==> config.mk <==
export PLATFORM = sky130hd
export DESIGN_NAME = paired_point_rmsd
export DESIGN_NICKNAME = d
export VERILOG_FILES = /design/src/design/prmsd_pkg.sv /design/src/design/prmsd_sqdist.sv /design/src/design/prmsd_divsqrt.sv /design/src/design/paired_point_rmsd.sv
export SDC_FILE = /design/constraint.sdc
export NUM_CORES = 2
export LEC_CHECK = 0
export BUFFER_PORTS_ARGS = -buffer_cell sky130_fd_sc_hd__buf_2
export CORE_ASPECT_RATIO = 0.75
export CORE_MARGIN = 2
export CORE_UTILIZATION = 35
export CTS_BUF_LIST = sky130_fd_sc_hd__clkbuf_4
export DETAILED_ROUTE_END_ITERATION = 12
export PLACE_DENSITY = 0.54
export SLEW_MARGIN = 10
export SYNTH_ARGS = -nofsm -noshare
export SYNTH_HDL_FRONTEND = slang
export SYNTH_SLANG_ARGS = --single-unit
==> constraint.sdc <==
create_clock -name clk -period 27.5 [get_ports clk]
set_clock_uncertainty 0.15 [all_clocks]
set_input_delay 4.125 -clock clk [delete_from_list [all_inputs] [get_ports clk]]
set_output_delay 4.125 -clock clk [all_outputs]
set_load 0.02 [all_outputs]
==> src/design/prmsd_pkg.sv <==
`timescale 1ns / 1ps
// Shared types and constants of the paired-point RMSD block.
// No dependencies; used by every module under design/.
package prmsd_pkg;

    localparam int MAX_PAIRS_DEF   = 16384;
    localparam int COORD_WIDTH_DEF = 24;

    localparam int FIELD_W = 24;   // width of each coordinate port
    localparam int SUM_W   = 64;   // accumulator width
    localparam int COUNT_W = 15;   // pair counter width
    localparam int DEV_W   = 26;   // result width, unsigned Q16.10
    localparam int ROOT_W  = 32;   // full root of a 64-bit value

    typedef logic [1:0] axis_t;
    localparam axis_t AXIS_X = 2'd0;
    localparam axis_t AXIS_Y = 2'd1;
    localparam axis_t AXIS_Z = 2'd2;

    typedef enum logic [4:0] {
        ST_IDLE  = 5'b00001,
        ST_MUL   = 5'b00010,
        ST_ADD   = 5'b00100,
        ST_START = 5'b01000,
        ST_ROOT  = 5'b10000
    } seq_state_t;

    typedef enum logic [3:0] {
        DS_IDLE = 4'b0001,
        DS_DIV  = 4'b0010,
        DS_ROOT = 4'b0100,
        DS_DONE = 4'b1000
    } dsq_state_t;

endpackage

==> src/design/prmsd_sqdist.sv <==
`timescale 1ns / 1ps
// Squared difference of one coordinate pair with a registered product.
// Depends on prmsd_pkg.
module prmsd_sqdist #(
    parameter int COORD_WIDTH = prmsd_pkg::COORD_WIDTH_DEF
) (
    input  logic                               clk,
    input  logic [prmsd_pkg::FIELD_W-1:0]      coord_a,
    input  logic [prmsd_pkg::FIELD_W-1:0]      coord_b,
    output logic [2*COORD_WIDTH-1:0]           square
);
    import prmsd_pkg::*;

    logic [COORD_WIDTH-1:0] a_low;
    logic [COORD_WIDTH-1:0] b_low;
    logic [COORD_WIDTH:0]   diff;
    logic [COORD_WIDTH:0]   diff_neg;
    logic [COORD_WIDTH-1:0] mag;
    logic [2*COORD_WIDTH-1:0] square_reg;
    logic [2*COORD_WIDTH-1:0] square_next;

    assign a_low    = coord_a[COORD_WIDTH-1:0];
    assign b_low    = coord_b[COORD_WIDTH-1:0];
    // sign-extend both by one bit so the difference cannot wrap
    assign diff     = {a_low[COORD_WIDTH-1], a_low} - {b_low[COORD_WIDTH-1], b_low};
    assign diff_neg = -diff;
    assign mag      = diff[COORD_WIDTH] ? diff_neg[COORD_WIDTH-1:0] : diff[COORD_WIDTH-1:0];
    assign square_next = mag * mag;

    always_ff @(posedge clk)
    begin
        square_reg <= square_next;
    end

    assign square = square_reg;

endmodule

==> src/design/prmsd_divsqrt.sv <==
`timescale 1ns / 1ps
// Iterative mean and square root: restoring divide (one bit a cycle), then
// digit-by-digit root (two bits a cycle), both on one shared subtractor.
// Depends on prmsd_pkg.
module prmsd_divsqrt (
    input  logic                          clk,
    input  logic                          rst_n,
    input  logic                          start,
    input  logic                          ack,
    input  logic [prmsd_pkg::SUM_W-1:0]   dividend,
    input  logic [prmsd_pkg::COUNT_W-1:0] divisor,
    output logic                          done,
    output logic [prmsd_pkg::DEV_W-1:0]   root
);
    import prmsd_pkg::*;

    localparam int SUB_W = 34;

    dsq_state_t          state_reg, state_next;
    logic [5:0]          step_reg, step_next;
    logic [SUM_W-1:0]    work_reg, work_next;
    logic [31:0]         rem_reg, rem_next;
    logic [ROOT_W-1:0]   root_reg, root_next;
    logic [COUNT_W-1:0]  divisor_reg, divisor_next;

    logic [15:0]         div_shift;
    logic [SUB_W-1:0]    root_shift;
    logic [SUB_W-1:0]    sub_a;
    logic [SUB_W-1:0]    sub_b;
    logic [SUB_W:0]      sub_out;
    logic                borrow;

    assign div_shift  = {rem_reg[14:0], work_reg[SUM_W-1]};
    assign root_shift = {rem_reg, work_reg[SUM_W-1:SUM_W-2]};

    // shared subtractor: operands follow the phase
    always_comb
    begin
        if (state_reg == DS_ROOT)
        begin
            sub_a = root_shift;
            sub_b = {root_reg, 2'b01};
        end
        else
        begin
            sub_a = {18'd0, div_shift};
            sub_b = {19'd0, divisor_reg};
        end
    end

    assign sub_out = {1'b0, sub_a} - {1'b0, sub_b};
    assign borrow  = sub_out[SUB_W];

    always_comb
    begin
        state_next   = state_reg;
        step_next    = step_reg;
        work_next    = work_reg;
        rem_next     = rem_reg;
        root_next    = root_reg;
        divisor_next = divisor_reg;
        unique case (state_reg)
            DS_IDLE:
            begin
                if (start)
                begin
                    work_next    = dividend;
                    divisor_next = divisor;
                    rem_next     = '0;
                    root_next    = '0;
                    step_next    = 6'd63;
                    state_next   = DS_DIV;
                end
            end
            DS_DIV:
            begin
                if (!borrow)
                begin
                    rem_next  = {17'd0, sub_out[14:0]};
                    work_next = {work_reg[SUM_W-2:0], 1'b1};
                end
                else
                begin
                    rem_next  = {16'd0, div_shift};
                    work_next = {work_reg[SUM_W-2:0], 1'b0};
                end
                step_next = step_reg - 6'd1;
                if (step_reg == 6'd0)
                begin
                    // quotient complete: restart the remainder for the root
                    rem_next   = '0;
                    step_next  = 6'd31;
                    state_next = DS_ROOT;
                end
            end
            DS_ROOT:
            begin
                if (!borrow)
                begin
                    rem_next  = sub_out[31:0];
                    root_next = {root_reg[ROOT_W-2:0], 1'b1};
                end
                else
                begin
                    rem_next  = root_shift[31:0];
                    root_next = {root_reg[ROOT_W-2:0], 1'b0};
                end
                work_next = {work_reg[SUM_W-3:0], 2'b00};
                step_next = step_reg - 6'd1;
                if (step_reg == 6'd0)
                begin
                    state_next = DS_DONE;
                end
            end
            DS_DONE:
            begin
                // hold the root until the caller takes it
                if (ack)
                begin
                    state_next = DS_IDLE;
                end
            end
            default:
            begin
                state_next = DS_IDLE;
            end
        endcase
    end

    always_ff @(posedge clk or negedge rst_n)
    begin
        if (!rst_n)
        begin
            state_reg <= DS_IDLE;
            step_reg  <= '0;
        end
        else
        begin
            state_reg <= state_next;
            step_reg  <= step_next;
        end
    end

    always_ff @(posedge clk)
    begin
        work_reg    <= work_next;
        rem_reg     <= rem_next;
        root_reg    <= root_next;
        divisor_reg <= divisor_next;
    end

    assign done = (state_reg == DS_DONE);
    // clamp roots that do not fit the result field
    assign root = (root_reg[ROOT_W-1:DEV_W] != '0) ? {DEV_W{1'b1}} : root_reg[DEV_W-1:0];

endmodule

==> src/design/paired_point_rmsd.sv <==
`timescale 1ns / 1ps
// Paired-point RMSD: each transfer brings one point of each structure in signed
// Q14.10. The block adds the squared distance to a saturating 64-bit sum and
// counts the pair; on a pair marked last_pair it returns floor(sqrt(sum/count))
// as unsigned Q16.10 with the pair count and an overflow flag, then clears its
// running state. A pair is accepted, then runs three multiply/add rounds on the
// one shared multiplier; in_stall is high meanwhile, so the next pair waits. A
// closing pair then runs the bit-serial divide and the root, both on one shared
// subtractor, before the handoff. A result sits in an output register, so the
// next set can start while it waits to be taken. Pairs beyond MAX_PAIRS are
// dropped and flagged. Depends on prmsd_pkg, prmsd_sqdist, prmsd_divsqrt.
module paired_point_rmsd #(
    parameter int MAX_PAIRS   = prmsd_pkg::MAX_PAIRS_DEF,
    parameter int COORD_WIDTH = prmsd_pkg::COORD_WIDTH_DEF
) (
    input  logic                          clk,
    input  logic                          rst_n,
    input  logic                          in_valid,
    output logic                          in_stall,
    input  logic [prmsd_pkg::FIELD_W-1:0] first_x,
    input  logic [prmsd_pkg::FIELD_W-1:0] first_y,
    input  logic [prmsd_pkg::FIELD_W-1:0] first_z,
    input  logic [prmsd_pkg::FIELD_W-1:0] second_x,
    input  logic [prmsd_pkg::FIELD_W-1:0] second_y,
    input  logic [prmsd_pkg::FIELD_W-1:0] second_z,
    input  logic                          last_pair,
    output logic                          out_valid,
    input  logic                          out_stall,
    output logic [prmsd_pkg::DEV_W-1:0]   deviation,
    output logic [prmsd_pkg::COUNT_W-1:0] pair_total,
    output logic                          overflowed
);
    import prmsd_pkg::*;

    localparam logic [COUNT_W-1:0] MAX_COUNT = COUNT_W'(MAX_PAIRS);
    localparam int SQ_W = 2 * COORD_WIDTH;

    seq_state_t          state_reg, state_next;
    axis_t               axis_reg, axis_next;
    logic [SUM_W-1:0]    sum_reg, sum_next;
    logic [COUNT_W-1:0]  count_reg, count_next;
    logic                mark_reg, mark_next;
    logic                last_reg, last_next;

    // captured pair
    logic [FIELD_W-1:0]  fx_reg, fy_reg, fz_reg, sx_reg, sy_reg, sz_reg;

    // output register
    logic                out_valid_reg, out_valid_next;
    logic [DEV_W-1:0]    dev_reg;
    logic [COUNT_W-1:0]  total_reg;
    logic                ovf_reg;

    logic                in_xfer;
    logic                out_xfer;
    logic                emit;
    logic                count_full;
    logic [FIELD_W-1:0]  sel_a, sel_b;
    logic [SQ_W-1:0]     square;
    logic [SUM_W:0]      sum_wide;
    logic                dsq_start;
    logic                dsq_done;
    logic [DEV_W-1:0]    dsq_root;
    logic [COUNT_W-1:0]  divisor;

    assign in_stall   = (state_reg != ST_IDLE);
    assign in_xfer    = in_valid && !in_stall;
    assign out_xfer   = out_valid_reg && !out_stall;
    assign count_full = (count_reg >= MAX_COUNT);
    assign dsq_start  = (state_reg == ST_START);
    // hold a finished root until the output register is free
    assign emit       = (state_reg == ST_ROOT) && dsq_done && (!out_valid_reg || !out_stall);
    assign divisor    = (count_reg == '0) ? COUNT_W'(1) : count_reg;

    // pick the coordinate pair for the current axis
    always_comb
    begin
        unique case (axis_reg)
            AXIS_X:
            begin
                sel_a = fx_reg;
                sel_b = sx_reg;
            end
            AXIS_Y:
            begin
                sel_a = fy_reg;
                sel_b = sy_reg;
            end
            AXIS_Z:
            begin
                sel_a = fz_reg;
                sel_b = sz_reg;
            end
            default:
            begin
                sel_a = fx_reg;
                sel_b = sx_reg;
            end
        endcase
    end

    prmsd_sqdist #(
        .COORD_WIDTH (COORD_WIDTH)
    ) u_sqdist (
        .clk     (clk),
        .coord_a (sel_a),
        .coord_b (sel_b),
        .square  (square)
    );

    prmsd_divsqrt u_divsqrt (
        .clk      (clk),
        .rst_n    (rst_n),
        .start    (dsq_start),
        .ack      (emit),
        .dividend (sum_reg),
        .divisor  (divisor),
        .done     (dsq_done),
        .root     (dsq_root)
    );

    assign sum_wide = {1'b0, sum_reg} + {1'b0, {(SUM_W-SQ_W){1'b0}}, square};

    always_comb
    begin
        state_next = state_reg;
        axis_next  = axis_reg;
        sum_next   = sum_reg;
        count_next = count_reg;
        mark_next  = mark_reg;
        last_next  = last_reg;
        unique case (state_reg)
            ST_IDLE:
            begin
                if (in_xfer)
                begin
                    last_next = last_pair;
                    if (count_full)
                    begin
                        // drop the pair, flag it, still close the set if marked
                        mark_next  = 1'b1;
                        state_next = last_pair ? ST_START : ST_IDLE;
                    end
                    else
                    begin
                        count_next = count_reg + COUNT_W'(1);
                        axis_next  = AXIS_X;
                        state_next = ST_MUL;
                    end
                end
            end
            ST_MUL:
            begin
                state_next = ST_ADD;
            end
            ST_ADD:
            begin
                if (sum_wide[SUM_W])
                begin
                    sum_next  = {SUM_W{1'b1}};
                    mark_next = 1'b1;
                end
                else
                begin
                    sum_next = sum_wide[SUM_W-1:0];
                end
                if (axis_reg == AXIS_Z)
                begin
                    state_next = last_reg ? ST_START : ST_IDLE;
                end
                else
                begin
                    axis_next  = axis_reg + axis_t'(1);
                    state_next = ST_MUL;
                end
            end
            ST_START:
            begin
                state_next = ST_ROOT;
            end
            ST_ROOT:
            begin
                if (emit)
                begin
                    sum_next   = '0;
                    count_next = '0;
                    mark_next  = 1'b0;
                    state_next = ST_IDLE;
                end
            end
            default:
            begin
                state_next = ST_IDLE;
            end
        endcase
    end

    always_comb
    begin
        out_valid_next = out_valid_reg;
        if (emit)
        begin
            out_valid_next = 1'b1;
        end
        else if (out_xfer)
        begin
            out_valid_next = 1'b0;
        end
    end

    always_ff @(posedge clk or negedge rst_n)
    begin
        if (!rst_n)
        begin
            state_reg     <= ST_IDLE;
            axis_reg      <= AXIS_X;
            sum_reg       <= '0;
            count_reg     <= '0;
            mark_reg      <= 1'b0;
            last_reg      <= 1'b0;
            out_valid_reg <= 1'b0;
        end
        else
        begin
            state_reg     <= state_next;
            axis_reg      <= axis_next;
            sum_reg       <= sum_next;
            count_reg     <= count_next;
            mark_reg      <= mark_next;
            last_reg      <= last_next;
            out_valid_reg <= out_valid_next;
        end
    end

    // payload registers: capture on input transfer, load on emit
    always_ff @(posedge clk)
    begin
        if (in_xfer)
        begin
            fx_reg <= first_x;
            fy_reg <= first_y;
            fz_reg <= first_z;
            sx_reg <= second_x;
            sy_reg <= second_y;
            sz_reg <= second_z;
        end
        if (emit)
        begin
            dev_reg   <= dsq_root;
            total_reg <= count_reg;
            ovf_reg   <= mark_reg;
        end
    end

    assign out_valid  = out_valid_reg;
    assign deviation  = dev_reg;
    assign pair_total = total_reg;
    assign overflowed = ovf_reg;

`ifndef SYNTHESIS
    a_count_bound: assert property (@(posedge clk) disable iff (!rst_n)
        count_reg <= MAX_COUNT)
        else $error("pair count above limit");

    a_empty_sum: assert property (@(posedge clk) disable iff (!rst_n)
        count_reg == '0 |-> sum_reg == '0)
        else $error("nonzero sum with no pairs counted");

    a_done_in_root: assert property (@(posedge clk) disable iff (!rst_n)
        dsq_done |-> state_reg == ST_ROOT)
        else $error("root finished outside root wait");

    a_emit_valid: assert property (@(posedge clk) disable iff (!rst_n)
        emit |=> out_valid_reg && count_reg == '0 && !mark_reg)
        else $error("emit did not present result and clear state");

    a_emit_open: assert property (@(posedge clk) disable iff (!rst_n)
        emit && out_valid_reg |-> !out_stall)
        else $error("result overwritten while stalled");
`endif

endmodule
### Yosys cells after proc, flatten, opt, wreduce, memory -nomap -nowiden

Index checks and enable logic that the tools add are counted.

| cells by class | value |
|---|---|
| reductions and logical operators | 28 |
| $mul | 1 |
| equality and inequality tests | 22 |
| $add $sub $neg | 7 |
| order comparisons | 1 |
| multiplexer cells | 48 |

Operators by type and width:

| operator | count |
|---|---|
| $mux 64 | 3 |
| $pmux 64 s3 | 1 |
| $pmux 64 s2 | 1 |
| $pmux 24 s2 | 2 |
| $pmux 32 s3 | 1 |
| $mux 34 | 2 |
| $add 64x48->65 | 1 |
| $mux 32 | 2 |
| $pmux 32 s2 | 1 |
| $mul 24x24->48 | 1 |
| $mux 15 | 3 |
| $sub 34x34->35 | 1 |
| $mux 16 | 2 |
| $mux 4 | 8 |
| $pmux 15 s2 | 1 |
| $pmux 5 s5 | 1 |
| $sub 24x24->25 | 1 |
| $mux 24 | 1 |
| $neg 24->24 | 1 |
| $ne 2x2->1 const B | 9 |
| $pmux 6 s3 | 1 |
| $pmux 4 s4 | 1 |
| $add 15x1->15 const B | 1 |
| $ge 15x15->1 const B | 1 |
| 32 further kinds | 60 |

| storage, ports and cells | value |
|---|---|
| bits of input ports | 149 |
| output and inout bits | 44 |
| bits in registers | 476 |

### Longest topological paths before layout

| depth | value |
|---|---|
| word-level depth | 6 |
| depth in mapped cells | 51 |
| depth with buffers taken out | 46 |

### Cells and area by module

From an unflattened synthesis, not the netlist that was laid out.

| second synthesis, totals | value |
|---|---|
| cells, all modules | 4189 |
| area total of the unflattened synthesis | 41069.4 um^2 |

By module, submodules not included:

| module | area an instance (um^2) | instances | cells an instance |
|---|---|---|---|
| prmsd_sqdist | 18587.8 | 1 | 2060 |
| paired_point_rmsd | 13203.9 | 1 | 1160 |
| prmsd_divsqrt | 9277.6 | 1 | 969 |

### Worst setup path before layout

Ideal clock, no wire load.

| timing path | value |
|---|---|
| kind | reg-to-reg |
| start point | register axis_reg[0] |
| end point | register u_sqdist.square_reg[42] (netlist: u_sqdist.square[42]) |
| stages on the path, launching flop included | 46 |
| slack | 16520 ps |
| path buffers | 5 |
| arrival | 10758 ps |
| required time | 27278 ps |
| period minus slack after synthesis | 10980 ps |
| cell sequence | dfrtp_1 -> inv_1 -> ha_1 -> clkbuf_1 -> clkbuf_1 -> clkbuf_1 -> a21oi_1 -> ha_1 -> fa_1 -> nor2b_1 -> o31a_1 -> o2111ai_2 -> a21boi_1 -> a31oi_1 -> a21oi_1 -> a21oi_2 -> a21oi_2 -> buf_2 -> [10 not listed] -> fa_1 -> fa_1 -> inv_1 -> fa_1 -> inv_1 -> ha_1 -> a21o_1 -> a21o_1 -> a21o_1 -> a2111oi_0 -> o21a_1 -> o21ai_0 -> a21oi_1 -> nor2b_1 -> o21ai_0 -> nand2_1 -> a31oi_1 -> xnor2_1 |

| on the way | value |
|---|---|
| longest elaborated chain between the ends | 6 |
| elaborated cells on any way between the ends | 8 |
| classes of those cells | 2 x add/sub; 1 x mul; 2 x eq/ne; 3 x mux |

RTL lines:

| element | line | text |
|---|---|---|
| start, declared | paired_point_rmsd.sv:39 | `axis_t axis_reg, axis_next;` |
| start signal, assigned | paired_point_rmsd.sv:226 | `axis_reg <= axis_next;` |
| $eq 2x2->1 / $eq 2x1->1 (equally long branches) | paired_point_rmsd.sv:78 | `unique case (axis_reg)` |
| $pmux 24 s2 | paired_point_rmsd.sv:78 |  |
| $sub 24x24->25 (*) | prmsd_sqdist.sv:25 | `assign diff = {a_low[COORD_WIDTH-1], a_low} - {b_low[COORD_WIDTH-1], b_low};` |
| $neg 24->24 | prmsd_sqdist.sv:26 | `assign diff_neg = -diff;` |
| $mux 24 (*) | prmsd_sqdist.sv:27 | `assign mag = diff[COORD_WIDTH] ? diff_neg[COORD_WIDTH-1:0] : diff[COORD_WIDTH-1:0];` |
| $mul 24x24->48 (*) | prmsd_sqdist.sv:28 | `assign square_next = mag * mag;` |
| named net u_sqdist.square_next[42] | prmsd_sqdist.sv:20 | `logic [2*COORD_WIDTH-1:0] square_next;` |
| end signal, assigned | prmsd_sqdist.sv:32 | `square_reg <= square_next;` |
| end, declared | prmsd_sqdist.sv:19 | `logic [2*COORD_WIDTH-1:0] square_reg;` |

Mark *: on every way through the listed nets, which the timed path passes. The rest lies on a longest branch.
A chain may end at the register's enable or synchronous reset.

### Worst setup path after layout

| timing path | value |
|---|---|
| start point | register axis_reg[0] |
| end point | register u_sqdist.square_reg[44] (netlist: u_sqdist.square[44]) |

The elaborated chain is that of the path after synthesis.

==> run summary <==
STA
-------------------------------------------------------------------------------------
Fmax achieved                                                                75.2 MHz
Setup-failing EPs final                                                             0
Number of pins exceeding their max-slew limit in the final report                   0
Total Neg Setup Slack                                                            0 ns
Max_slew headroom                                                               21.8%
Post-route clock period utilization                                             48.4%
Unrepaired setup endpoints after global routing                                 false
Period minus WS final                                                        13.30 ns
Transition time at the pin with the least slew margin                         1.17 ns
Count of final hold-check violations                                                0

DIE
-------------------------------------------------------------------------------------
Total core area                                                           115,000 um2
Initial cell density of the core                                                35.2%
Ports                                                                             193
Die Outline Area                                                          119,000 um2
Chip Width                                                                     397 um
Height of the die                                                              299 um
Row cnt                                                                           108

CRITICAL PATH
-------------------------------------------------------------------------------------
Critical Setup Path Class                                                register to register
Slack of the worst reg-to-reg path                                           14.20 ns
Most frequent cell on the critical path                                  sky130_fd_sc_hd__fa_1
Slowest Stage Delay on Critical Path                                          0.90 ns
Data required, critical path                                                 28.18 ns
Sort of element at the start of the critical path                            register
R2R depth                                                                          39
Worst EP arrival                                                             13.97 ns
Largest fanout on the critical path                                                97
Worst-path cell with the longest stage delay                             sky130_fd_sc_hd__clkinv_1
Crit. End Element                                                            register
Start of the worst register-to-register path                              axis_reg[0]
End of the worst register-to-register path                               u_sqdist.square[44]

CTS
-------------------------------------------------------------------------------------
TritonCTS clock tree                                                             done
Clk_lat worst skew                                                            0.97 ns
H-tree levels                                                                       3
Clock-pin slew of the registers on the worst-case setup and hold paths        0.07 ns
CTS Root Cell                                                            sky130_fd_sc_hd__clkbuf_4
Maximum clock insertion buffer count                                                3
Number of buffers inserted to repair setup after CTS                                0
Number of CTS-inserted buffers                                                    110
Resize count post-CTS                                                               0
Hold bufs inserted after CTS                                                        0
Clk sinks                                                                         475

SYNTHESIS
-------------------------------------------------------------------------------------
Cell Area, Synth                                                           40,600 um2
Post-synth top area share                                                       24.3%
Largest area contributor in the netlist                                  sky130_fd_sc_hd__edfxtp_1
Mapped Avg Cell Area                                                         9.89 um2
Netlist cell types                                                                 93
Top cells by area in the synthesized netlist                             sky130_fd_sc_hd__edfxtp_1 24%, sky130_fd_sc_hd__fa_1 21%, sky130_fd_sc_hd__ha_1 8.6%, sky130_fd_sc_hd__dfrtp_1 6.0%, sky130_fd_sc_hd__inv_1 5.3%
Sequential fraction of the synthesis area                                       32.8%
Net count of the mapped netlist                                                 4,954
Register bit total from synthesis                                                 475
Most instantiated flip-flop cell in the synthesis netlist                sky130_fd_sc_hd__edfxtp_1
Syn. warnings                                                                       0
Fraction of synthesis flops using an asynchronous set or reset pin              20.8%
Number of enable flip-flop cells after synthesis                                  329
Gate count after technology mapping                                             4,101

DETAILED ROUTING
-------------------------------------------------------------------------------------
Router iterations before antenna repair                                             6
Count of nets left with antenna violations after detail routing                     0
Routed via count                                                               29,700
DRT iter0 DRCs                                                                  2,014
Routed via count divided by cell count                                           5.04
Post-detailed-routing wire length                                          107,000 um
Residual DRC                                                                        0
Average wire per standard cell                                                18.1 um

GRT
-------------------------------------------------------------------------------------
Via count of the first global-routing pass                                     29,600
Pin count of the biggest net entering global routing                               98
Total gr overflow                                                                   0
GR Util All Layers                                                              18.1%
Wire length of the first global-routing pass                               170,000 um
Number of antenna violations at the first check in global routing                   8

RUN STATUS
-------------------------------------------------------------------------------------
Run status                                                                  completed

MIN PATH
-------------------------------------------------------------------------------------
Number of cells on the worst hold path                                              0
Terminating pin of the worst hold path                                     overflowed
Class of the tightest hold or removal check                              register to register
Start point of the worst hold path                                           mark_reg

FINISH
-------------------------------------------------------------------------------------
Fraction of final layout cells sized beyond drive strength 1                    12.6%
Area grow syn2layout                                                            10.1%
Nets                                                                            5,110

PLACED DESIGN
-------------------------------------------------------------------------------------
Port Buf Inserts                                                                  192
Routability congestion estimate from global placement                           0.868
Half-perimeter wire length of the detailed placement result                 80,700 um

FLOW RUN
-------------------------------------------------------------------------------------
Max cap viols                                                                       0

-- cell type report --
cell class                 count  area, um2
antenna                        8       20.0
clock buffer                 175       1310
clock inverter                26        243
fill                       11700      70700
inverter                     584       2200
multi-input combinational   2854      24400
sequential                   475      13300
tap                         1540       1930
timing repair buffer         232       1260
-- critical path, delay by kind of cell (launching register included) --
family | cells | cell delay [ns]
adder cells (fa/ha/maj) | 11 | 5.31
AO/OA/AOI/OAI | 15 | 3.98
AND/OR/NAND/NOR | 7 | 1.40
buffers and inverters | 4 | 1.09
XOR/XNOR | 2 | 0.82
flip-flops | 1 | 0.36
-- cell usage in the layout, fill, tap and decap left out, types with 57 or more instances in the layout --
cell type and instances:
sky130_fd_sc_hd__nor2_1 299, sky130_fd_sc_hd__dfrtp_1 97, sky130_fd_sc_hd__a21o_1 89, sky130_fd_sc_hd__ha_1 278
sky130_fd_sc_hd__a21oi_1 265, sky130_fd_sc_hd__clkbuf_4 175, sky130_fd_sc_hd__buf_2 191, sky130_fd_sc_hd__fa_1 424
sky130_fd_sc_hd__and3_1 79, sky130_fd_sc_hd__a22oi_1 113, sky130_fd_sc_hd__edfxtp_1 329, sky130_fd_sc_hd__o21ai_0 134
sky130_fd_sc_hd__xnor2_1 102, sky130_fd_sc_hd__xor2_1 57, sky130_fd_sc_hd__inv_1 567, sky130_fd_sc_hd__nand2_1 451
-- synthesized netlist by cell type (9+ instances only) --
cell type / number
sky130_fd_sc_hd__or2_2: 33
sky130_fd_sc_hd__xnor2_1: 103
sky130_fd_sc_hd__inv_1: 569
sky130_fd_sc_hd__a31o_2: 23
sky130_fd_sc_hd__a31oi_1: 46
sky130_fd_sc_hd__clkbuf_1: 153
sky130_fd_sc_hd__dfxtp_1: 47
sky130_fd_sc_hd__o21bai_1: 30
sky130_fd_sc_hd__a21o_1: 89
sky130_fd_sc_hd__xor2_1: 59
sky130_fd_sc_hd__o21a_1: 32
sky130_fd_sc_hd__a221oi_1: 15
sky130_fd_sc_hd__nand4_1: 17
sky130_fd_sc_hd__nor2b_1: 24
sky130_fd_sc_hd__a22oi_1: 113
sky130_fd_sc_hd__inv_2: 13
sky130_fd_sc_hd__nor2_1: 302
sky130_fd_sc_hd__o31ai_1: 15
sky130_fd_sc_hd__ha_1: 280
sky130_fd_sc_hd__and3_1: 80
sky130_fd_sc_hd__a211oi_1: 18
sky130_fd_sc_hd__and2_1: 14
sky130_fd_sc_hd__nand2_1: 451
sky130_fd_sc_hd__edfxtp_1: 329
sky130_fd_sc_hd__nand2b_1: 36
sky130_fd_sc_hd__o211ai_1: 14
sky130_fd_sc_hd__nor3_1: 32
sky130_fd_sc_hd__buf_2: 22
sky130_fd_sc_hd__dfrtp_1: 97
sky130_fd_sc_hd__a21oi_1: 266
sky130_fd_sc_hd__fa_1: 424
sky130_fd_sc_hd__nand3_1: 47
sky130_fd_sc_hd__or3_1: 15
sky130_fd_sc_hd__a41oi_1: 9
sky130_fd_sc_hd__o21ai_0: 135
-- through the flow --
stage,worst slack (ns),cell area (um2),hold WS (ns),cells,util [%]
2_1_floorplan,16.52,40600,0.275,4101,-
4_1_cts,14.22,44600,0.333,5886,38.7
3_5_place_dp,14.25,43100,0.295,5685,37.3
6_report,14.20,44700,0.331,5894,38.7
5_1_grt,13.27,44700,0.342,5894,38.7
3_3_place_gp,14.45,43100,0.293,5685,37.3
-- kinds of logic after synthesis --
| group | synth area share (%) |
|---|---|
| buffers and inverters | 7.29 |
| muxes | 0.151 |
| adders and majority gates | 29.6 |
| AOI/OAI and AO/OA | 13.9 |
| and+or+nand+nor | 12.4 |
| xor gates and xnor gates | 3.94 |
| DFF | 32.8 |
-- worst max path at each step --
stage / startpoint / endpoint / cells past startpoint
5_1_grt: axis_reg[0] / u_sqdist.square[44] / 39
3_5_place_dp: axis_reg[0] / u_sqdist.square[45] / 38
6_report: axis_reg[0] / u_sqdist.square[44] / 39
3_3_place_gp: axis_reg[0] / u_sqdist.square[42] / 41
4_1_cts: axis_reg[0] / u_sqdist.square[45] / 38
2_1_floorplan: axis_reg[0] / u_sqdist.square[42] / 45
-- per-layer routing --
layer	up-vias	part of all wire (%)	track usage, %
li1	14200	-	-
met4	4	1.9	4.49
met5	-	0.022	0
met2	806	42	25.9
met3	121	6.4	3.75
met1	14500	50	27.8
Power is left out: the tool's default activity adds up to more than one toggle a clock period on the data nets, which glitch-free logic cannot reach.
